==> src/hw/rtl/tpd_pkg.sv <==
// ----------------------------------------------------------------------------
// tpd_pkg
// Shared types and constants for the toolpath point decimator.
// ----------------------------------------------------------------------------
package tpd_pkg;

   localparam int COORD_BITS  = 24;
   localparam int CFG_BITS    = 50;
   localparam int CSR_IDX_BITS = 4;

   // distance datapath widths: exact differences, exact squares, exact sum
   localparam int DIFF_BITS = COORD_BITS + 1;
   localparam int SQ_BITS   = 2 * DIFF_BITS;
   localparam int SUM_BITS  = SQ_BITS + 2;
   localparam int CMP_BITS  = (SUM_BITS > CFG_BITS) ? SUM_BITS : CFG_BITS;

   // queue between front and back
   localparam int QUEUE_DEPTH = 4;
   localparam int QPTR_BITS   = $clog2(QUEUE_DEPTH);
   localparam int QCNT_BITS   = $clog2(QUEUE_DEPTH + 1);

   // register reset values
   localparam logic [CFG_BITS-1:0] MIN_SPACE_SQ_RESET = CFG_BITS'(41943);
   localparam logic [CFG_BITS-1:0] END_EPS_SQ_RESET   = CFG_BITS'(16);

   // register indexes
   localparam logic [CSR_IDX_BITS-1:0] CSR_MIN_SPACE_SQ = CSR_IDX_BITS'(0);
   localparam logic [CSR_IDX_BITS-1:0] CSR_END_EPS_SQ   = CSR_IDX_BITS'(1);

   typedef logic signed [COORD_BITS-1:0] coord_type;

   typedef struct packed {
      coord_type point_x;
      coord_type point_y;
      coord_type point_z;
      logic      end_of_input_path;
   } req_word_type;

   typedef struct packed {
      coord_type kept_x;
      coord_type kept_y;
      coord_type kept_z;
      logic      end_of_output_path;
      logic      too_short;
   } rsp_word_type;

   // role of a point within its path, decided by the front
   typedef enum logic [1:0] {
      KIND_FIRST,
      KIND_MIDDLE,
      KIND_SHORT,
      KIND_FINAL
   } kind_type;

   typedef struct packed {
      coord_type x;
      coord_type y;
      coord_type z;
      kind_type  kind;
   } q_entry_type;

   typedef struct packed {
      logic full;
      logic avail;
   } q_stat_type;

endpackage

==> src/hw/rtl/tpd_front.sv <==
// ----------------------------------------------------------------------------
// tpd_front
// Accepts input words and tags each point with its role in the path.
// ----------------------------------------------------------------------------
module tpd_front import tpd_pkg::*; (
   input  logic         clock,
   input  logic         reset,
   input  logic         req_valid,
   output logic         req_stall,
   input  req_word_type req_word,
   input  q_stat_type   q_stat,
   output logic         q_push,
   output q_entry_type  q_entry
);

   typedef enum logic [1:0] {
      SEEN_NONE,
      SEEN_ONE,
      SEEN_MANY
   } seen_type;

   seen_type    seen_ff, seen_in;
   logic        valid_ff;
   q_entry_type entry_ff;
   kind_type    kind_in;
   logic        accept;

   assign req_stall = valid_ff & q_stat.full;
   assign accept    = req_valid & ~req_stall;
   assign q_push    = valid_ff & ~q_stat.full;
   assign q_entry   = entry_ff;

   always_comb begin
      kind_in = KIND_MIDDLE;
      seen_in = seen_ff;
      case (seen_ff)
         SEEN_NONE: begin
            if (req_word.end_of_input_path) begin
               kind_in = KIND_SHORT;
               seen_in = SEEN_NONE;
            end else begin
               kind_in = KIND_FIRST;
               seen_in = SEEN_ONE;
            end
         end
         SEEN_ONE: begin
            if (req_word.end_of_input_path) begin
               kind_in = KIND_SHORT;
               seen_in = SEEN_NONE;
            end else begin
               kind_in = KIND_MIDDLE;
               seen_in = SEEN_MANY;
            end
         end
         SEEN_MANY: begin
            if (req_word.end_of_input_path) begin
               kind_in = KIND_FINAL;
               seen_in = SEEN_NONE;
            end else begin
               kind_in = KIND_MIDDLE;
               seen_in = SEEN_MANY;
            end
         end
         default: begin
            kind_in = KIND_MIDDLE;
            seen_in = SEEN_NONE;
         end
      endcase
   end

   always_ff @(posedge clock) begin
      if (reset) begin
         seen_ff  <= SEEN_NONE;
         valid_ff <= 1'b0;
      end else begin
         if (accept) begin
            seen_ff        <= seen_in;
            entry_ff.x     <= req_word.point_x;
            entry_ff.y     <= req_word.point_y;
            entry_ff.z     <= req_word.point_z;
            entry_ff.kind  <= kind_in;
         end
         if (!req_stall) begin
            valid_ff <= req_valid;
         end
      end
   end

endmodule

==> config.mk <==
export PLATFORM = sky130hd
export DESIGN_NAME = tpd_front
export DESIGN_NICKNAME = d
export VERILOG_FILES = /design/src/hw/rtl/tpd_pkg.sv /design/src/hw/rtl/tpd_front.sv
export SDC_FILE = /design/constraint.sdc
export NUM_CORES = 1
export LEC_CHECK = 0
export BUFFER_PORTS_ARGS = -buffer_cell sky130_fd_sc_hd__buf_2
export CAP_MARGIN = 20
export CORE_ASPECT_RATIO = 0.5
export CORE_MARGIN = 2
export CORE_UTILIZATION = 38
export CTS_CLUSTER_SIZE = 28
export DETAILED_ROUTE_END_ITERATION = 12
export GPL_TIMING_DRIVEN = 0
export PLACE_DENSITY = 0.77
export SETUP_SLACK_MARGIN = 0.2
export SLEW_MARGIN = 20
export SYNTH_ARGS = -nofsm -noshare
export SYNTH_HDL_FRONTEND = slang
export SYNTH_SLANG_ARGS = --single-unit
==> constraint.sdc <==
create_clock -name clock -period 5.1 [get_ports clock]
set_clock_uncertainty 0.1 [all_clocks]
set_input_delay 1.02 -clock clock [delete_from_list [all_inputs] [get_ports clock]]
set_output_delay 1.02 -clock clock [all_outputs]
set_load 0.01 [all_outputs]
==> flow_metrics.tcl, run 1 <==
set metrics [dict create \
    ys_ff_latch 77 \
    grt-ovfl-total 0 \
    cts_resized 0 \
    drt_iter0_markers 80 \
    synth_cell_types 16 \
    syn2layout_area_growth_pct 54.0 \
    dp_slack_ns 2.14 \
    critPathBufInv 3 \
    fin_nets 348 \
    critPathTopFamily "buffers and inverters" \
    crit_top_cell "buf_16" \
    num_rows 20 \
    hold_path_class "reg2reg" \
    viasPerCell 4.22 \
    place_inst 343 \
    drcViolationCount 0 \
    n_antenna_cell 0 \
    fin_util_pct 61.3 \
    htreeDepth 3 \
    antenna_found_initial 0 \
    post_cts_buffers 0 \
    die_h_um 60.8 \
    slew_violations 0 \
    ios 154 \
    clockBufferDepth 2 \
    end_kind "register" \
    gp_congestion 0.693 \
    grt_max_degree 26 \
    dp_hpwl_um 4190 \
    layout_commonest_cell "buf_2" \
    grtUsageTotal_pct 15.0 \
    root_buffer "clkbuf_16" \
    power_mw 1.59 \
    slowest_delay_ns 0.52 \
    cts_tree "built" \
    numCtsBuffers 9 \
    max-slew-margin-rel_pct 68.2 \
    cp_slowest_cell "nor2b_4" \
    clkSlewWorstSetupHoldPaths_ns 0.06 \
    startpoint_type "input pin" \
    initial_core_util_pct 39.8 \
    path_class "in2reg" \
    clkSinkCount 77 \
    max_freq_mhz 388 \
    post_dp_cell_area_mm2 0.00341 \
    muxShareOfSynthArea_pct 0.817 \
    grt_pass1_wl_um 7630 \
    synth_area_mm2 0.00245 \
    seq_area_frac_synth_pct 93.1 \
    yosys_warnings 0 \
    drive_gt1_share_pct 63.5 \
    hold_slack_ns 0.410 \
    power_density_mw_per_mm2 420 \
    dieArea_mm2 0.00715 \
    hold_buffers 0 \
    crit_fanout 25 \
    synth_top_family_by_area "simple AND/OR/NAND/NOR gates" \
    period_needed_ns 2.57 \
    synth.avg_cell_area_um2 24.5 \
    stdcell_count 359 \
    die_w_um 118 \
    finalSetupViolCount 0 \
    synth-simple-area-share_pct 2.86 \
    layout_common_cells "buf_2, edfxtp_1, clkbuf_16" \
    synth-xor-area-share_pct 0 \
    synth-compound-area-share_pct 0.715 \
    final.setup.tns_ns 0 \
    crit_chain "buf_2, a21boi_0, nor2b_4, buf_16, buf_16" \
    rsz0062_at_grt "false" \
    ant_nets 0 \
    worst_slack_ns 2.53 \
    arrival_ns 2.50 \
    vias 1516 \
    p_leak_nw 1.60 \
    portBuffers 152 \
    grt_pass1_vias 1490 \
    fin_crit_sh_pct 50.5 \
    required_ns 5.03 \
    status "complete, no violations" \
    clock_latency_ns 0.32 \
    stdcell_area_mm2 0.00377 \
    synthCells 100 \
    drtPass1Iterations 4 \
    tightestPinTransition_ns 0.472 \
    wl_um 5510 \
    vdd.ir_drop.worst_mv 0.151 \
    syn-num-nets 182 \
    drv_cap 0 \
    yosys.area_share.adder_pct 2.04 \
    core_area_mm2 0.00616 \
    wire_per_inst_um 15.3 \
    hold_viol_final 0 \
]
-- cells in the mapped netlist --
library cell	number	area share, %
inv_1	3	0.46
nor2_1	2	0.31
dfxtp_1	3	2.5
edfxtp_1	74	91
nor2b_1	2	0.51
or4b_1	1	0.41
a21boi_0	1	0.31
or3b_2	1	0.36
mux2i_1	2	0.82
ha_1	4	2.0
a21oi_1	1	0.20
nor3_1	1	0.20
o21ai_0	1	0.20
nand2b_1	2	0.51
nor3b_1	1	0.31
and2_1	1	0.26
-- tightest hold or removal path, cell delays in order (launching register included) --
cell,delay (ns)
dfxtp_1,0.34
a21oi_1,0.07
nor2_1,0.06
-- path summary, 6_finish.rpt --
| check | from | endpoint | slack (ns) | depth (start not counted) |
|---|---|---|---|---|
| setup / recovery | q_stat[1] | q_entry[48]$_DFFE_PP_ | 2.53 | 5 |
| hold / removal | valid_ff$_SDFFE_PP0N_ | valid_ff$_SDFFE_PP0N_ | 0.41 | 2 |
| setup reg to reg | valid_ff$_SDFFE_PP0N_ | q_entry[48]$_DFFE_PP_ | 3.03 | 4 |
| hold reg to reg | valid_ff$_SDFFE_PP0N_ | valid_ff$_SDFFE_PP0N_ | 0.41 | 2 |
-- area by class of cell --
type / instances / area (um^2)
inverters: 3 / 11.3
multi-input cells: 20 / 165
clock inverters: 7 / 138
well taps: 88 / 110
repair buffers: 155 / 843
flip-flops and latches: 77 / 2280
fillers: 479 / 2380
clock buffers: 9 / 225
-- cells by family after synthesis --
kind of cell,count (synthesis)
DFF,77
and+or+nand+nor,11
adders and majority gates,4
AOI/OAI and AO/OA,3
buffers and inverters,3
muxes,2
-- power breakdown --
group | switching [mW] | internal, mW
Sequential | 0.00667 | 0.726
Combinational | 0.0483 | 0.0474
Clock | 0.232 | 0.525
-- metal layers --
metal	global-route usage [%]	vias up	wire [um]
met5	0	-	0
met4	9.12	0	130
met3	4.79	14	198
met2	28.7	34	3280
met1	15.1	742	1900
li1	-	726	-
-- flip-flops by register name, summed over array words and instances, names as in the netlist --
signal and count:
seen_ff 2, q_entry 74, valid_ff 1
Note: power is estimated with default switching activity, not from simulation.
==> run 2, diff against run 1 <==
==> constraint.sdc (replaced) <==
create_clock -name clock -period 2.1 [get_ports clock]
set_clock_uncertainty 0.1 [all_clocks]
set_input_delay 0.42 -clock clock [delete_from_list [all_inputs] [get_ports clock]]
set_output_delay 0.42 -clock clock [all_outputs]
set_load 0.01 [all_outputs]
==> flow_metrics.tcl, run 2 (synthesized netlist as in run 1, its figures left out) <==
set metrics [dict create \
    stdcell_area_mm2 0.00365 \
    gr-usage-met2_pct 26.2 \
    internal_power_mw 2.78 \
    holdPathStages 1 \
    min-delay-start "req_word[8]" \
    path_class "reg2reg" \
    max_freq_mhz 602 \
    clock_power_share_pct 41.5 \
    dp_slack_ns 0.211 \
    min_to "q_entry[9]$_DFFE_PP_" \
    required_ns 2.01 \
    grtUsageTotal_pct 14.2 \
    swShare_pct 18.8 \
    grt-ovfl-total 0 \
    num_rows 20 \
    period_needed_ns 1.66 \
    dp_hpwl_um 3960 \
    die_w_um 118 \
    reg2reg_depth 3 \
    grt_max_degree 33 \
    arrival_ns 1.57 \
    cts_resized 0 \
    p_seq_share_pct 52.0 \
    initial_core_util_pct 39.8 \
    power_density_mw_per_mm2 936 \
    drt_iter0_markers 54 \
    final.setup.tns_ns 0 \
    fin_util_pct 59.4 \
    drive_gt1_share_pct 62.1 \
    antenna_found_initial 0 \
    n_antenna_cell 0 \
    drtPass1Iterations 4 \
    place_inst 342 \
    viasPerCell 4.21 \
    cp_slowest_cell "nor2b_4" \
    comb_power_share_pct 6.5 \
    clock_latency_ns 0.32 \
    fin_nets 347 \
    rrSetupSlack_ns 0.44 \
    drv_cap 0 \
    hold_viol_final 0 \
    layout_commonest_cell "buf_2" \
    max-slew-margin-rel_pct 71.1 \
    wl_um 5170 \
    numCtsBuffers 9 \
    root_buffer "clkbuf_16" \
    timing.rr.start "valid_ff$_SDFFE_PP0N_" \
    worst_slack_ns 0.438 \
    slowest_delay_ns 0.44 \
    ios 154 \
    portBuffers 152 \
    end_kind "register" \
    core_area_mm2 0.00616 \
    clkSinkCount 77 \
    grt_use_met3_pct 5.45 \
    wire_per_inst_um 14.5 \
    crit_fanout 32 \
    finalSetupViolCount 0 \
    die_h_um 60.8 \
    p_leak_nw 1.55 \
    status "complete, no violations" \
    grt_pass1_vias 1531 \
    dieArea_mm2 0.00715 \
    startpoint_type "register" \
    syn2layout_area_growth_pct 49.1 \
    r2r-end "q_entry[41]$_DFFE_PP_" \
    cts_tree "built" \
    post_dp_cell_area_mm2 0.00338 \
    hold_buffers 0 \
    gp_congestion 0.752 \
    crit_chain "a21boi_4, nor2b_4, buf_12" \
    fin_crit_sh_pct 79.1 \
    post_cts_buffers 0 \
    vias 1502 \
    layout_common_cells "buf_2, edfxtp_1, clkbuf_16" \
    hold_path_class "in2reg" \
    clockBufferDepth 2 \
    slew_violations 0 \
    ant_nets 0 \
    power.switching_mw 0.644 \
    stdcell_count 357 \
    htreeDepth 3 \
    gr-usage-met1_pct 15.7 \
    drcViolationCount 0 \
    tightestPinTransition_ns 0.433 \
    hold_slack_ns 0.176 \
    globalRoute.busiestLayer "met2" \
    clkSlewWorstSetupHoldPaths_ns 0.05 \
    largest_register_ffs 74 \
    vdd.ir_drop.worst_mv 0.481 \
    rsz0062_at_grt "false" \
    grt_pass1_wl_um 7560 \
    power_mw 3.42 \
]
==> run 2: changes by cell type in the layout (fill, tap and decap cells not counted), moves of 2 or more <==
cell       change
clkbuf_1       +3
bufinv_16      -3
buf_12         +2
buf_16         -3
==> run 2: how the worst max path moves through the flow <==
stage                           from                    end  slack, ns  cells after the start
5_1_grt        valid_ff$_SDFFE_PP0N_  q_entry[54]$_DFFE_PP_       0.33                      3
6_report       valid_ff$_SDFFE_PP0N_  q_entry[41]$_DFFE_PP_       0.44                      3
3_5_place_dp               q_stat[1]  q_entry[70]$_DFFE_PP_       0.21                      4
2_1_floorplan              req_valid   q_entry[0]$_DFFE_PP_      -0.21                      2
3_3_place_gp               q_stat[1]  q_entry[32]$_DFFE_PP_      -0.63                      3
4_1_cts        valid_ff$_SDFFE_PP0N_  q_entry[70]$_DFFE_PP_       0.42                      3
==> run 2: area by class of cell <==
| type | instances | area (um^2) |
|---|---|---|
| Tap cell | 88 | 110 |
| Inverter | 3 | 11.3 |
| Timing Repair Buffer | 154 | 801 |
| Sequential cell | 77 | 2280 |
| Fill cell | 491 | 2500 |
| Multi-Input combinational cell | 20 | 176 |
| Clock inverter | 3 | 37.5 |
| Clock buffer | 12 | 236 |
==> run 2: power groups by stage <==
stage	Combinational (mW)	Sequential (mW)	Clock, mW
finish	0.222	1.78	1.42
global route	0.241	1.79	1.52
detailed placement	0.225	1.81	0
CTS	0.225	1.78	1.46
floorplan	0.0411	1.85	0
global placement	0.207	1.81	0
==> run 2: critical path, delay by kind of cell, from the launching register on <==
kind	cells	cell delay (ns)
simple gates	1	0.44
compound gates	1	0.19
buf+inv	1	0.26
flops	1	0.35
==> run 2: metal layers <==
| metal | up-vias | part of all wire [%] |
|---|---|---|
| li1 | 717 | - |
| met1 | 740 | 36 |
| met2 | 39 | 59 |
| met3 | 6 | 3.8 |
| met4 | 0 | 0.99 |
| met5 | - | 0 |
