`config.mk`:
```
export PLATFORM = sky130hd
export DESIGN_NAME = tpd_queue
export DESIGN_NICKNAME = d
export VERILOG_FILES = /design/src/hw/rtl/tpd_pkg.sv /design/src/hw/rtl/tpd_queue.sv
export SDC_FILE = /design/constraint.sdc
export NUM_CORES = 1
export LEC_CHECK = 0
export ABC_AREA = 1
export BUFFER_PORTS_ARGS = -buffer_cell sky130_fd_sc_hd__buf_2
export CAP_MARGIN = 40
export CORE_ASPECT_RATIO = 0.7
export CORE_MARGIN = 10
export CORE_UTILIZATION = 40
export DETAILED_ROUTE_END_ITERATION = 6
export PLACE_DENSITY = 0.71
export SYNTH_ARGS = -nofsm -noshare
export SYNTH_HDL_FRONTEND = slang
export SYNTH_SLANG_ARGS = --single-unit
```
`constraint.sdc`:
```
create_clock -name clock -period 4 [get_ports clock]
set_clock_uncertainty 0.05 [all_clocks]
set_input_delay 0.2 -clock clock [delete_from_list [all_inputs] [get_ports clock]]
set_output_delay 0.2 -clock clock [all_outputs]
set_load 0.03 [all_outputs]
```
`src/hw/rtl/tpd_pkg.sv`:
```
// ----------------------------------------------------------------------------
// tpd_pkg
// Shared types and constants for the toolpath point decimator.
// ----------------------------------------------------------------------------
package tpd_pkg;

   localparam int COORD_BITS  = 24;
   localparam int CFG_BITS    = 50;
   localparam int CSR_IDX_BITS = 4;

   // distance datapath widths: exact differences, exact squares, exact sum
   localparam int DIFF_BITS = COORD_BITS + 1;
   localparam int SQ_BITS   = 2 * DIFF_BITS;
   localparam int SUM_BITS  = SQ_BITS + 2;
   localparam int CMP_BITS  = (SUM_BITS > CFG_BITS) ? SUM_BITS : CFG_BITS;

   // queue between front and back
   localparam int QUEUE_DEPTH = 4;
   localparam int QPTR_BITS   = $clog2(QUEUE_DEPTH);
   localparam int QCNT_BITS   = $clog2(QUEUE_DEPTH + 1);

   // register reset values
   localparam logic [CFG_BITS-1:0] MIN_SPACE_SQ_RESET = CFG_BITS'(41943);
   localparam logic [CFG_BITS-1:0] END_EPS_SQ_RESET   = CFG_BITS'(16);

   // register indexes
   localparam logic [CSR_IDX_BITS-1:0] CSR_MIN_SPACE_SQ = CSR_IDX_BITS'(0);
   localparam logic [CSR_IDX_BITS-1:0] CSR_END_EPS_SQ   = CSR_IDX_BITS'(1);

   typedef logic signed [COORD_BITS-1:0] coord_type;

   typedef struct packed {
      coord_type point_x;
      coord_type point_y;
      coord_type point_z;
      logic      end_of_input_path;
   } req_word_type;

   typedef struct packed {
      coord_type kept_x;
      coord_type kept_y;
      coord_type kept_z;
      logic      end_of_output_path;
      logic      too_short;
   } rsp_word_type;

   // role of a point within its path, decided by the front
   typedef enum logic [1:0] {
      KIND_FIRST,
      KIND_MIDDLE,
      KIND_SHORT,
      KIND_FINAL
   } kind_type;

   typedef struct packed {
      coord_type x;
      coord_type y;
      coord_type z;
      kind_type  kind;
   } q_entry_type;

   typedef struct packed {
      logic full;
      logic avail;
   } q_stat_type;

endpackage

```
`src/hw/rtl/tpd_queue.sv`:
```
// ----------------------------------------------------------------------------
// tpd_queue
// Short FIFO of classified points between front and back.
// ----------------------------------------------------------------------------
module tpd_queue import tpd_pkg::*; (
   input  logic        clock,
   input  logic        reset,
   input  logic        push,
   input  q_entry_type push_entry,
   input  logic        pop,
   output q_entry_type head,
   output q_stat_type  stat
);

   q_entry_type             slot_ff [QUEUE_DEPTH];
   logic [QPTR_BITS-1:0]    wr_ptr_ff;
   logic [QPTR_BITS-1:0]    rd_ptr_ff;
   logic [QCNT_BITS-1:0]    count_ff;
   logic                    do_push;
   logic                    do_pop;

   assign stat.full  = (count_ff == QCNT_BITS'(QUEUE_DEPTH));
   assign stat.avail = (count_ff != '0);
   assign do_push    = push & ~stat.full;
   assign do_pop     = pop & stat.avail;
   assign head       = slot_ff[rd_ptr_ff];

   always_ff @(posedge clock) begin
      if (reset) begin
         wr_ptr_ff <= '0;
         rd_ptr_ff <= '0;
         count_ff  <= '0;
      end else begin
         if (do_push) begin
            wr_ptr_ff <= wr_ptr_ff + QPTR_BITS'(1);
         end
         if (do_pop) begin
            rd_ptr_ff <= rd_ptr_ff + QPTR_BITS'(1);
         end
         if (do_push && !do_pop) begin
            count_ff <= count_ff + QCNT_BITS'(1);
         end else if (do_pop && !do_push) begin
            count_ff <= count_ff - QCNT_BITS'(1);
         end
      end
   end

   always_ff @(posedge clock) begin
      if (do_push) begin
         slot_ff[wr_ptr_ff] <= push_entry;
      end
   end

endmodule

```
==> out/qor.json, run 1 <==
{
  "cp_max_fo": {"value": 52},
  "synthesis.nets": {"value": 869},
  "synth_top_cells_by_count": {"value": "296 x sky130_fd_sc_hd__edfxtp_1, 162 x sky130_fd_sc_hd__nor2_1, 95 x sky130_fd_sc_hd__o21ai_0"},
  "synth_sequential_area_ratio": {"value": 79.2, "unit": "%"},
  "tightestPinTransition": {"value": 0.804, "unit": "ns"},
  "place_hpwl": {"value": 15800, "unit": "µm"},
  "r2r_slack": {"value": 1.62, "unit": "ns"},
  "placementRows": {"value": 51},
  "latest_clock_arrival_within_the_worst_skew_pair": {"value": 0.55, "unit": "ns"},
  "num-fill-cells": {"value": 2332},
  "yosysMostFrequentCell": {"value": "sky130_fd_sc_hd__edfxtp_1"},
  "start_util": {"value": 40.9, "unit": "%"},
  "netlist_area": {"value": 11400, "unit": "µm²"},
  "die_y": {"value": 162, "unit": "µm"},
  "power.switching": {"value": 3.23, "unit": "mW"},
  "max_cap_violations": {"value": 0},
  "power.share.clock": {"value": 28.8, "unit": "%"},
  "grt_pass1_vias": {"value": 7297},
  "grt_start_max_net_pins": {"value": 75},
  "total_leakage_power": {"value": 5.03, "unit": "nW"},
  "power-per-cell-area": {"value": 660, "unit": "nW/µm²"},
  "clock_slew_at_reported_path_ffs": {"value": 0.06, "unit": "ns"},
  "comb_power_share": {"value": 28.5, "unit": "%"},
  "first_pass_iters": {"value": 6},
  "cts_made_buffers": {"value": 29},
  "die-area": {"value": 35900, "unit": "µm²"},
  "vias_per_cell": {"value": 5.14},
  "kind_of_end_point_of_the_critical_path": {"value": "output pin"},
  "cp_data_required_time": {"value": 3.75, "unit": "ns"},
  "layout-drive-gt1-share": {"value": 20.8, "unit": "%"},
  "max-slew-margin-rel": {"value": 46.4, "unit": "%"},
  "period_minus_slack": {"value": 2.90, "unit": "ns"},
  "post_placement_cell_count": {"value": 1275},
  "internal-power": {"value": 6.16, "unit": "mW"},
  "finalCoreUtilization": {"value": 50.8, "unit": "%"},
  "nets": {"value": 1097},
  "drc_errors": {"value": 0},
  "port-buffer-count": {"value": 153},
  "area_growth": {"value": 24.4, "unit": "%"},
  "critPathArrivalTime": {"value": 2.65, "unit": "ns"},
  "aggregate_global_routing_overflow": {"value": 0},
  "cts_tree": {"value": "built"},
  "post-synth-top-area-fraction": {"value": 77.6, "unit": "%"},
  "synth_seq_cells": {"value": 305},
  "criticalPathCategory": {"value": "reg -> out"},
  "run_status": {"value": "finished clean"},
  "routed_wl": {"value": 27100, "unit": "µm"},
  "synth-warning-count": {"value": 0},
  "cts_root_buffer": {"value": "sky130_fd_sc_hd__clkbuf_16"},
  "seqPwrFrac": {"value": 42.7, "unit": "%"},
  "rsz_0062_raised_after_global_routing": {"value": "false"},
  "synth.largest_area_cell": {"value": "sky130_fd_sc_hd__edfxtp_1"},
  "worstSetupStartpointType": {"value": "flop"},
  "clock-sinks": {"value": 305},
  "final_cell_count_without_fillers": {"value": 1405},
  "synth_ff_type": {"value": "sky130_fd_sc_hd__edfxtp_1"},
  "vias_after_detailed_routing": {"value": 7227},
  "synth-edff-count": {"value": 296},
  "die_width": {"value": 222, "unit": "µm"},
  "dr.first_iter.drc_count": {"value": 725},
  "core_area": {"value": 28000, "unit": "µm²"},
  "hold_violations": {"value": 0},
  "total_count_of_max_transition_violations_in_the_final_report": {"value": 0},
  "postSynthAreaPerCell": {"value": 14.6, "unit": "µm²"},
  "synthDistinctLibCells": {"value": 20},
  "final_antenna_net_count": {"value": 0},
  "timing.fmax": {"value": 0.345, "unit": "GHz"},
  "synth-async-reset-ratio": {"value": 0, "unit": "%"},
  "clockBufferDepth": {"value": 3},
  "htree_num_levels": {"value": 1},
  "timing.final.crit_share": {"value": 72.5, "unit": "%"},
  "peakVddDrop": {"value": 369, "unit": "µV"},
  "routedWlPerCell": {"value": 19.3, "unit": "µm"},
  "post_synth_inst_count": {"value": 785},
  "number_of_antenna_violations_at_the_first_check_in_global_routing": {"value": 1},
  "cts.repair_timing.setup_buffer_count": {"value": 0},
  "synth.top_cells.by_area": {"value": "sky130_fd_sc_hd__edfxtp_1 78%, sky130_fd_sc_hd__nor2_1 5.3%, sky130_fd_sc_hd__o21ai_0 4.2%"},
  "num_io_pins": {"value": 154},
  "min_path_type": {"value": "in -> reg"},
  "setup_viol": {"value": 0},
  "place_congestion": {"value": 0.725},
  "grt_util_all_layers": {"value": 14.5, "unit": "%"},
  "power_switching_share": {"value": 34.4, "unit": "%"},
  "grt_first_pass_wirelength": {"value": 41900, "unit": "µm"}
}
==> flip-flops by register name, indices dropped and copies added, names as in the netlist, named ones only <==
| signal | count |
|---|---|
| wr_ptr_ff | 2 |
| slot_ff | 296 |
| count_ff | 3 |
| rd_ptr_ff | 2 |
==> cells in the final DEF (no fill, tap or decap) <==
| master | n |
|---|---|
| sky130_fd_sc_hd__a21oi_1 | 3 |
| sky130_fd_sc_hd__buf_12 | 1 |
| sky130_fd_sc_hd__buf_2 | 153 |
| sky130_fd_sc_hd__buf_4 | 13 |
| sky130_fd_sc_hd__bufinv_16 | 4 |
| sky130_fd_sc_hd__clkbuf_1 | 4 |
| sky130_fd_sc_hd__clkbuf_16 | 29 |
| sky130_fd_sc_hd__clkinv_1 | 7 |
| sky130_fd_sc_hd__clkinv_2 | 4 |
| sky130_fd_sc_hd__clkinv_4 | 1 |
| sky130_fd_sc_hd__dfxtp_1 | 7 |
| sky130_fd_sc_hd__dfxtp_2 | 1 |
| sky130_fd_sc_hd__dfxtp_4 | 1 |
| sky130_fd_sc_hd__diode_2 | 1 |
| sky130_fd_sc_hd__dlygate4sd3_1 | 78 |
| sky130_fd_sc_hd__edfxtp_1 | 296 |
| sky130_fd_sc_hd__fa_1 | 1 |
| sky130_fd_sc_hd__ha_1 | 5 |
| sky130_fd_sc_hd__inv_1 | 15 |
| sky130_fd_sc_hd__inv_2 | 1 |
| sky130_fd_sc_hd__inv_4 | 1 |
| sky130_fd_sc_hd__inv_6 | 2 |
| sky130_fd_sc_hd__nand2_1 | 15 |
| sky130_fd_sc_hd__nand3_1 | 4 |
| sky130_fd_sc_hd__nand3b_1 | 1 |
| sky130_fd_sc_hd__nor2_1 | 158 |
| sky130_fd_sc_hd__nor2_4 | 4 |
| sky130_fd_sc_hd__o21ai_0 | 95 |
| sky130_fd_sc_hd__o21ai_1 | 54 |
| sky130_fd_sc_hd__o22ai_1 | 74 |
| sky130_fd_sc_hd__xor2_1 | 1 |
==> worst paths after layout <==
check	startpoint	endpoint	cells past startpoint
min	push_entry[15]	slot_ff[3][15]	2
max	flop	head[68]	5
max reg2reg	count_ff[0]	slot_ff[3][37]	5
min reg2reg	rd_ptr_ff[1]	flop	2
==> what timing repair did <==
| action | CTS | global route |
|---|---|---|
| hold buffers | 78 | 0 |
| endpoints found under the hold margin | 305 | 0 |
| resized for setup | 0 | 0 |
==> power groups by stage <==
stage / Clock, mW / Combinational [mW] / Sequential, mW
after floorplan: 0 / 1.88 / 4.05
after global placement: 0 / 2.62 / 4.07
after detailed placement: 0 / 2.64 / 4.08
after CTS: 2.78 / 2.72 / 4.01
after global routing: 2.93 / 2.91 / 4.04
final: 2.71 / 2.67 / 4.02
==> layer usage <==
metal	part of all wire (%)	vias to the layer above	global-route usage [%]	wire length (µm)
met5	0	-	0	0
met3	6.7	35	3.25	1820
li1	-	3399	-	-
met1	45	3549	19.4	12200
met4	1.4	0	2.68	382
met2	47	244	23.7	12700
==> worst max-delay path, cell delays in order (launching register included) <==
cell and delay, ns:
sky130_fd_sc_hd__dfxtp_4 0.50, sky130_fd_sc_hd__inv_4 0.48, sky130_fd_sc_hd__buf_4 0.45, sky130_fd_sc_hd__o21ai_0 0.15, sky130_fd_sc_hd__o22ai_1 0.24, sky130_fd_sc_hd__buf_2 0.25
==> stage by stage <==
| stage | total power [mW] | instance area [µm²] | setup WS [ns] | setup TNS, ns | hold slack, ns |
|---|---|---|---|---|---|
| after floorplan | 5.92 | 11400 | -0.305 | -90.31 | 0.219 |
| after global placement | 6.69 | 12500 | 1.65 | 0 | 0.367 |
| after detailed placement | 6.73 | 12500 | 1.63 | 0 | 0.369 |
| after CTS | 9.51 | 14200 | 1.07 | 0 | 0.319 |
| after global routing | 9.88 | 14200 | 0.942 | 0 | 0.351 |
| final | 9.40 | 14200 | 1.10 | 0 | 0.352 |
==> cell families after synthesis <==
| kind of cell | synth area share [%] |
|---|---|
| flip-flops | 79.2 |
| AO/OA/AOI/OAI | 10.7 |
| AND/OR/NAND/NOR | 6.04 |
| buffers and inverters | 3.25 |
| adder cells (fa/ha/maj) | 0.721 |
| XOR/XNOR | 0.0765 |
==> area by class of cell <==
type | instances | area (µm²) | area share, %
Sequential cell | 305 | 9070 | 63.7
Multi-Input combinational cell | 415 | 2040 | 14.3
Timing Repair Buffer | 245 | 1660 | 11.7
Clock buffer | 33 | 741 | 5.20
Tap cell | 371 | 464 | 3.26
Clock inverter | 18 | 193 | 1.35
Inverter | 17 | 66.3 | 0.466
Antenna cell | 1 | 2.50 | 0.0176
No activity file was read; power rests on OpenSTA's default activity.
==> run 2: changes to the inputs <==
PLACE_DENSITY = 0.69   (was 0.71)
clock period = 2.7 ns   (was 4 ns; I/O delays follow)
==> run 2 against run 1 <==
  * Largest power group unchanged
  * Register-to-register slack worse by 1.2 ns
  * Flip-flop and latch count did not move
  * Critical path depth unchanged
  * Setup slack worse by 0.92 ns
  * Global-route usage shrank 0.30 points
  * Clock power rose by 43%
  * Hold slack got worse by 0.072 ns
  * Cell count increased by 0.43%
==> out/qor.json, run 2 (synthesis results as in run 1) <==
{
  "cp_data_required_time": {"value": 2.52, "unit": "ns", "change": "-1.23 ns"},
  "die_y": {"value": 162, "unit": "µm", "change": "unchanged"},
  "clock_slew_at_reported_path_ffs": {"value": 0.07, "unit": "ns", "change": "about the same"},
  "setup_viol": {"value": 0, "change": "unchanged"},
  "timing.fmax": {"value": 0.396, "unit": "GHz"},
  "die_width": {"value": 222, "unit": "µm", "change": "unchanged"},
  "first_pass_iters": {"value": 5, "change": "-1"},
  "cp_slowest_stage_delay": {"value": 0.47, "unit": "ns", "change": "-0.03 ns"},
  "min_path_type": {"value": "in -> reg"},
  "reg2regPathDepth": {"value": 9, "change": "+4"},
  "critPathArrivalTime": {"value": 2.34, "unit": "ns", "change": "-0.31 ns"},
  "clock-sinks": {"value": 305, "change": "unchanged"},
  "final_common_cell": {"value": "sky130_fd_sc_hd__edfxtp_1"},
  "crit_cells": {"value": 5, "change": "unchanged"},
  "path_delay_family": {"value": "buffers and inverters"},
  "power.share.clock": {"value": 28.0, "unit": "%", "change": "-0.8 points"},
  "hold_violations": {"value": 0, "change": "unchanged"},
  "worstSetupStartpointType": {"value": "flop"},
  "period_minus_slack": {"value": 2.52, "unit": "ns"},
  "flip_flop_count_of_the_largest_register_all_copies_and_words_added": {"value": 296, "change": "unchanged"},
  "dpl_cell_area": {"value": 12600, "unit": "µm²", "change": "+0.86%"},
  "number_of_antenna_violations_at_the_first_check_in_global_routing": {"value": 3, "change": "+2"},
  "grt_pass1_vias": {"value": 7390, "change": "+1.3%"},
  "clockBufferDepth": {"value": 3, "change": "unchanged"},
  "power_switching_share": {"value": 34.7, "unit": "%", "change": "+0.27 points"},
  "tightestPinTransition": {"value": 0.559, "unit": "ns", "change": "-0.245 ns"},
  "criticalPathCategory": {"value": "reg -> out"},
  "power-per-cell-area": {"value": 966, "unit": "nW/µm²", "change": "+46%"},
  "vias_after_detailed_routing": {"value": 7132, "change": "-1.3%"},
  "comb_power_share": {"value": 29.1, "unit": "%", "change": "+0.6 points"},
  "cts_root_buffer": {"value": "sky130_fd_sc_hd__clkbuf_16"},
  "kind_of_end_point_of_the_critical_path": {"value": "output pin"},
  "num_io_pins": {"value": 154, "change": "unchanged"},
  "port-buffer-count": {"value": 153, "change": "unchanged"},
  "largest_registers": {"value": "slot_ff (296), count_ff (3)"},
  "count_of_cells_along_the_worst_hold_path": {"value": 2, "change": "unchanged"},
  "max-slew-margin-rel": {"value": 62.7, "unit": "%", "change": "+16 points"},
  "cts_tree": {"value": "built"},
  "max_cap_violations": {"value": 0, "change": "unchanged"},
  "drc_errors": {"value": 0, "change": "unchanged"},
  "cts_made_buffers": {"value": 30, "change": "+3.4%"},
  "area_growth": {"value": 25.3, "unit": "%"},
  "rsz_0062_raised_after_global_routing": {"value": "false"},
  "design_area": {"value": 14300, "unit": "µm²", "change": "+0.72%"},
  "layout-drive-gt1-share": {"value": 21.3, "unit": "%", "change": "+0.50 points"},
  "timing.critical_path.cells": {"value": "inv_6 -> buf_12 -> nor2_1 -> o22ai_1 -> buf_2"},
  "final_antenna_net_count": {"value": 0, "change": "unchanged"},
  "aggregate_global_routing_overflow": {"value": 0, "change": "unchanged"},
  "place_hpwl": {"value": 14900, "unit": "µm", "change": "-5.4%"},
  "grt_first_pass_wirelength": {"value": 41200, "unit": "µm", "change": "-1.7%"},
  "largest-register": {"value": "slot_ff"},
  "die-area": {"value": 35900, "unit": "µm²", "change": "unchanged"},
  "seqPwrFrac": {"value": 42.9, "unit": "%", "change": "+0.2 points"},
  "place_congestion": {"value": 0.730, "change": "+0.68%"},
  "internal-power": {"value": 9.05, "unit": "mW", "change": "+47%"},
  "grt_start_max_net_pins": {"value": 88, "change": "+17%"},
  "peakVddDrop": {"value": 587, "unit": "µV", "change": "+59%"},
  "critPathSlowestCell": {"value": "sky130_fd_sc_hd__dfxtp_4"},
  "vias_per_cell": {"value": 5.05, "change": "-1.7%"},
  "power.switching": {"value": 4.80, "unit": "mW", "change": "+49%"},
  "start_util": {"value": 40.9, "unit": "%", "change": "unchanged"},
  "run_status": {"value": "finished clean"},
  "htree_num_levels": {"value": 1, "change": "unchanged"},
  "routed_wl": {"value": 26100, "unit": "µm", "change": "-3.7%"},
  "critical_path.n_buffers_inverters": {"value": 3, "change": "unchanged"},
  "timing.final.crit_share": {"value": 93.5, "unit": "%"},
  "mostFrequentLayoutCells": {"value": "296 x sky130_fd_sc_hd__edfxtp_1, 158 x sky130_fd_sc_hd__nor2_1, 153 x sky130_fd_sc_hd__buf_2"},
  "core_area": {"value": 28000, "unit": "µm²", "change": "unchanged"},
  "total_leakage_power": {"value": 5.06, "unit": "nW", "change": "+0.62%"},
  "cp_max_fo": {"value": 66, "change": "+27%"},
  "grt_util_all_layers": {"value": 14.2, "unit": "%", "change": "-0.30 points"},
  "routedWlPerCell": {"value": 18.5, "unit": "µm", "change": "-4.1%"},
  "nets": {"value": 1099, "change": "+0.18%"},
  "dr.first_iter.drc_count": {"value": 587, "change": "-19%"},
  "post_layout_power": {"value": 13.8, "unit": "mW", "change": "+47%"},
  "placementRows": {"value": 51, "change": "unchanged"},
  "latest_clock_arrival_within_the_worst_skew_pair": {"value": 0.55, "unit": "ns", "change": "about the same"},
  "total_count_of_max_transition_violations_in_the_final_report": {"value": 0, "change": "unchanged"}
}
-- run 2: changes by cell type in the layout (fill, tap and decap cells not counted), sizes merged --
| cell | delta |
|---|---|
| buf | +1 |
| bufinv | -3 |
| clkbuf | +1 |
| clkinv | +2 |
| clkinvlp | +4 |
| diode | +2 |
| inv | -1 |
-- run 2: power groups by stage --
stage | Combinational, mW | Clock, mW | Sequential, mW
floorplan | 2.79 | 0 | 5.97
CTS | 4.08 | 3.99 | 5.93
global placement | 3.93 | 0 | 6.02
global route | 4.37 | 4.19 | 5.98
detailed placement | 3.97 | 0 | 6.03
finish | 4.03 | 3.88 | 5.93
-- run 2: cell type report --
class / instances / area, µm²
clock buffer: 34 / 787
fill: 2316 / 13700
sequential: 305 / 9070
antenna: 3 / 7.51
timing repair buffer: 246 / 1770
multi-input combinational: 415 / 2040
tap: 371 / 464
clock inverter: 20 / 134
inverter: 17 / 68.8
-- run 2: what timing repair did --
item,4_1_cts,5_1_grt
buffers inserted,0,0
hold buffers,78,0
gates resized for setup,0,1
hold endpoints to repair,305,0
endpoints found under the setup margin,0,1
-- run 2: through the flow --
step	utilization, %	setup slack [ns]	setup TNS [ns]	cells	hold slack (ns)
global route	51.2	0.0403	0	1411	0.273
detailed placement	45.1	0.427	0	1276	0.302
CTS	51.2	0.131	0	1408	0.250
floorplan	-	-0.408	-120.82	785	0.154
global placement	45.1	0.552	0	1276	0.298
finish	51.2	0.176	0	1411	0.280
-- run 2: per-layer routing --
| layer | up-vias | routed length [µm] | track usage, % |
|---|---|---|---|
| li1 | 3403 | - | - |
| met1 | 3457 | 11500 | 17.9 |
| met2 | 236 | 12200 | 23.7 |
| met3 | 36 | 2020 | 4.29 |
| met4 | 0 | 395 | 2.71 |
| met5 | - | 0 | 0 |
-- run 2: worst paths after layout --
path	start	to	slack, ns
worst max-delay path	flop	head[46]	0.18
worst min-delay path	push_entry[18]	slot_ff[1][18]	0.28
worst min register to register	rd_ptr_ff[0]	rd_ptr_ff[0]	0.47
worst max register to register	count_ff[1]	count_ff[1]	0.42
==> run 3: changes to the inputs <==
GPL_TIMING_DRIVEN = 0   (was default)
==> run 3 against run 2 <==
  * Critical path depth stayed put
  * Cell count is 3.1% higher
  * Global-route usage is 1.2 points higher
  * Setup slack worse by 0.0094 ns
  * Die area stayed put
  * Count of clock-buffer cells in the layout is 3 higher
  * Largest power group unchanged
==> out/qor.json, run 3 (synthesis results as in run 1) <==
{
  "num-fill-cells": {"value": 2309, "change": "-0.30%"},
  "finalCoreUtilization": {"value": 52.8, "unit": "%", "change": "+1.6 points"},
  "grt_first_pass_wirelength": {"value": 44100, "unit": "µm", "change": "+7.1%"},
  "cp_max_fo": {"value": 10, "change": "-85%"},
  "final_antenna_net_count": {"value": 0, "change": "unchanged"},
  "htree_num_levels": {"value": 1, "change": "unchanged"},
  "run_status": {"value": "finished clean"},
  "mostFrequentLayoutCells": {"value": "296 x sky130_fd_sc_hd__edfxtp_1, 161 x sky130_fd_sc_hd__buf_2, 158 x sky130_fd_sc_hd__nor2_1"},
  "largest_registers": {"value": "slot_ff (296), count_ff (3)"},
  "min_from": {"value": "push_entry[30]"},
  "place_congestion": {"value": 0.728, "change": "-0.26%"},
  "die-area": {"value": 35900, "unit": "µm²", "change": "unchanged"},
  "criticalPathCategory": {"value": "reg -> out"},
  "layout-drive-gt1-share": {"value": 22.2, "unit": "%", "change": "+0.89 points"},
  "peakVddDrop": {"value": 704, "unit": "µV", "change": "+20%"},
  "clock-sinks": {"value": 305, "change": "unchanged"},
  "cts_made_buffers": {"value": 29, "change": "-3.3%"},
  "max-slew-margin-rel": {"value": 39.4, "unit": "%", "change": "-23 points"},
  "vias_after_detailed_routing": {"value": 7439, "change": "+4.3%"},
  "reg2regPathDepth": {"value": 6, "change": "-3"},
  "placementRows": {"value": 51, "change": "unchanged"},
  "tightestPinTransition": {"value": 0.906, "unit": "ns", "change": "+0.347 ns"},
  "dpl_cell_area": {"value": 13000, "unit": "µm²", "change": "+3.0%"},
  "timing.final.crit_share": {"value": 93.8, "unit": "%", "change": "+0.35 points"},
  "min_path_type": {"value": "in -> reg"},
  "kind_of_end_point_of_the_critical_path": {"value": "output pin"},
  "routed_wl": {"value": 28600, "unit": "µm", "change": "+9.6%"},
  "dr.first_iter.drc_count": {"value": 706, "change": "+20%"},
  "grt_pass1_vias": {"value": 7719, "change": "+4.5%"},
  "worst_r2r_start": {"value": "count_ff[0]"},
  "hold_violations": {"value": 0, "change": "unchanged"},
  "latest_clock_arrival_within_the_worst_skew_pair": {"value": 0.55, "unit": "ns", "change": "about the same"},
  "vias_per_cell": {"value": 5.11, "change": "+1.2%"},
  "count_of_cells_along_the_worst_hold_path": {"value": 2, "change": "unchanged"},
  "flip_flop_count_of_the_largest_register_all_copies_and_words_added": {"value": 296, "change": "unchanged"},
  "core_area": {"value": 28000, "unit": "µm²", "change": "unchanged"},
  "aggregate_global_routing_overflow": {"value": 0, "change": "unchanged"},
  "die_width": {"value": 222, "unit": "µm", "change": "unchanged"},
  "die_y": {"value": 162, "unit": "µm", "change": "unchanged"},
  "period_minus_slack": {"value": 2.53, "unit": "ns", "change": "+0.00943 ns"},
  "worstSetupStartpointType": {"value": "flop"},
  "first_pass_iters": {"value": 5, "change": "unchanged"},
  "largest-register": {"value": "slot_ff"},
  "power-per-cell-area": {"value": 987, "unit": "nW/µm²", "change": "+2.2%"},
  "grt_util_all_layers": {"value": 15.4, "unit": "%", "change": "+1.2 points"},
  "number_of_antenna_violations_at_the_first_check_in_global_routing": {"value": 3, "change": "unchanged"},
  "total_leakage_power": {"value": 5.28, "unit": "nW", "change": "+4.2%"},
  "cp_data_required_time": {"value": 2.52, "unit": "ns", "change": "about the same"},
  "clockBufferDepth": {"value": 3, "change": "unchanged"},
  "max_cap_violations": {"value": 0, "change": "unchanged"},
  "r2r-end": {"value": "slot_ff[3][13]"},
  "design_area": {"value": 14800, "unit": "µm²", "change": "+3.1%"},
  "setup_viol": {"value": 0, "change": "unchanged"},
  "port-buffer-count": {"value": 153, "change": "unchanged"},
  "final_common_cell": {"value": "sky130_fd_sc_hd__edfxtp_1"},
  "clock_slew_at_reported_path_ffs": {"value": 0.06, "unit": "ns", "change": "about the same"},
  "area_growth": {"value": 29.2, "unit": "%"},
  "timing.fmax": {"value": 0.395, "unit": "GHz", "change": "-0.37%"},
  "routedWlPerCell": {"value": 19.6, "unit": "µm", "change": "+6.2%"},
  "drc_errors": {"value": 0, "change": "unchanged"},
  "total_count_of_max_transition_violations_in_the_final_report": {"value": 0, "change": "unchanged"},
  "cts_root_buffer": {"value": "sky130_fd_sc_hd__clkbuf_16"},
  "num_io_pins": {"value": 154, "change": "unchanged"},
  "nets": {"value": 1143, "change": "+4.0%"},
  "critPathArrivalTime": {"value": 2.35, "unit": "ns", "change": "about the same"},
  "worstHoldEndpoint": {"value": "slot_ff[0][30]"},
  "grt_start_max_net_pins": {"value": 27, "change": "-69%"},
  "place_hpwl": {"value": 18300, "unit": "µm", "change": "+23%"},
  "start_util": {"value": 40.9, "unit": "%", "change": "unchanged"},
  "rsz_0062_raised_after_global_routing": {"value": "false"},
  "r2r_slack": {"value": 0.36, "unit": "ns", "change": "-0.06 ns"},
  "cts_tree": {"value": "built"}
}
-- run 3: changes by cell type in the layout (fill, tap and decap cells not counted), moves of 2 or more --
| cell | delta |
|---|---|
| sky130_fd_sc_hd__buf_12 | -5 |
| sky130_fd_sc_hd__buf_16 | +8 |
| sky130_fd_sc_hd__buf_2 | +8 |
| sky130_fd_sc_hd__buf_6 | +12 |
| sky130_fd_sc_hd__bufinv_16 | +5 |
| sky130_fd_sc_hd__clkbuf_1 | +22 |
| sky130_fd_sc_hd__clkbuf_16 | -2 |
| sky130_fd_sc_hd__clkbuf_2 | +5 |
| sky130_fd_sc_hd__clkinv_2 | -7 |
| sky130_fd_sc_hd__clkinvlp_4 | -2 |
| sky130_fd_sc_hd__dfxtp_1 | +2 |
-- run 3: how the worst max path moves through the flow --
stage	slack, ns	startpoint	to	cells past startpoint
after floorplan	-0.41	count_ff[0]	slot_ff[0][0]	4
after CTS	0.07	flop	head[9]	6
after detailed placement	0.34	count_ff[0]	slot_ff[3][15]	6
after global routing	0.008	flop	head[55]	6
final	0.17	flop	head[8]	5
after global placement	-2.03	count_ff[0]	slot_ff[0][19]	4
-- run 3: final cells by class --
type                            instances  area [µm²]  share of cell area, %
Antenna cell                            3        7.51                 0.0508
Buffer                                 48         309                   2.09
Clock buffer                           37         756                   5.11
Clock inverter                         16         231                   1.57
Inverter                               17        66.3                  0.448
Multi-Input combinational cell        415        2040                   13.8
Sequential cell                       305        9070                   61.3
Tap cell                              371         464                   3.14
Timing Repair Buffer                  243        1850                   12.5
-- run 3: timing repair --
item	in CTS	in global routing
endpoints found under the hold margin	305	0
buffers inserted	0	0
resized for setup	0	6
hold buffers	78	0
setup endpoints to repair	0	4
-- run 3: power by group --
| part | switching, mW | internal [mW] | leakage, nW |
|---|---|---|---|
| Combinational | 3.17 | 1.32 | 2.02 |
| Sequential | 0.132 | 5.75 | 2.79 |
| Clock | 1.69 | 2.54 | 0.470 |
| Total | 4.99 | 9.61 | 5.28 |
-- run 3: layer usage --
metal	global-route usage, %	share of wire [%]	wire, µm
met5	0	0	0
met4	3.15	1.7	474
met3	3.55	7.4	2110
met2	25.3	47	13300
met1	20.5	44	12700
-- run 3: metrics by stage --
step / instances / setup slack, ns / hold slack (ns) / total power, mW / setup TNS (ns)
floorplan: 785 / -0.408 / 0.154 / 8.76 / -120.82
global placement: 1309 / -2.03 / 0.300 / 10.2 / -574.26
detailed placement: 1321 / 0.335 / 0.304 / 10.4 / 0
CTS: 1452 / 0.0727 / 0.253 / 14.7 / 0
global route: 1455 / 0.00805 / 0.268 / 15.3 / 0
finish: 1455 / 0.167 / 0.282 / 14.6 / 0
-- run 3: critical path, cell delays in order, from the launching register on --
cell	delay, ns
sky130_fd_sc_hd__dfxtp_1	0.35
sky130_fd_sc_hd__buf_2	0.32
sky130_fd_sc_hd__clkbuf_1	0.39
sky130_fd_sc_hd__o21ai_0	0.17
sky130_fd_sc_hd__o22ai_1	0.31
sky130_fd_sc_hd__buf_2	0.27
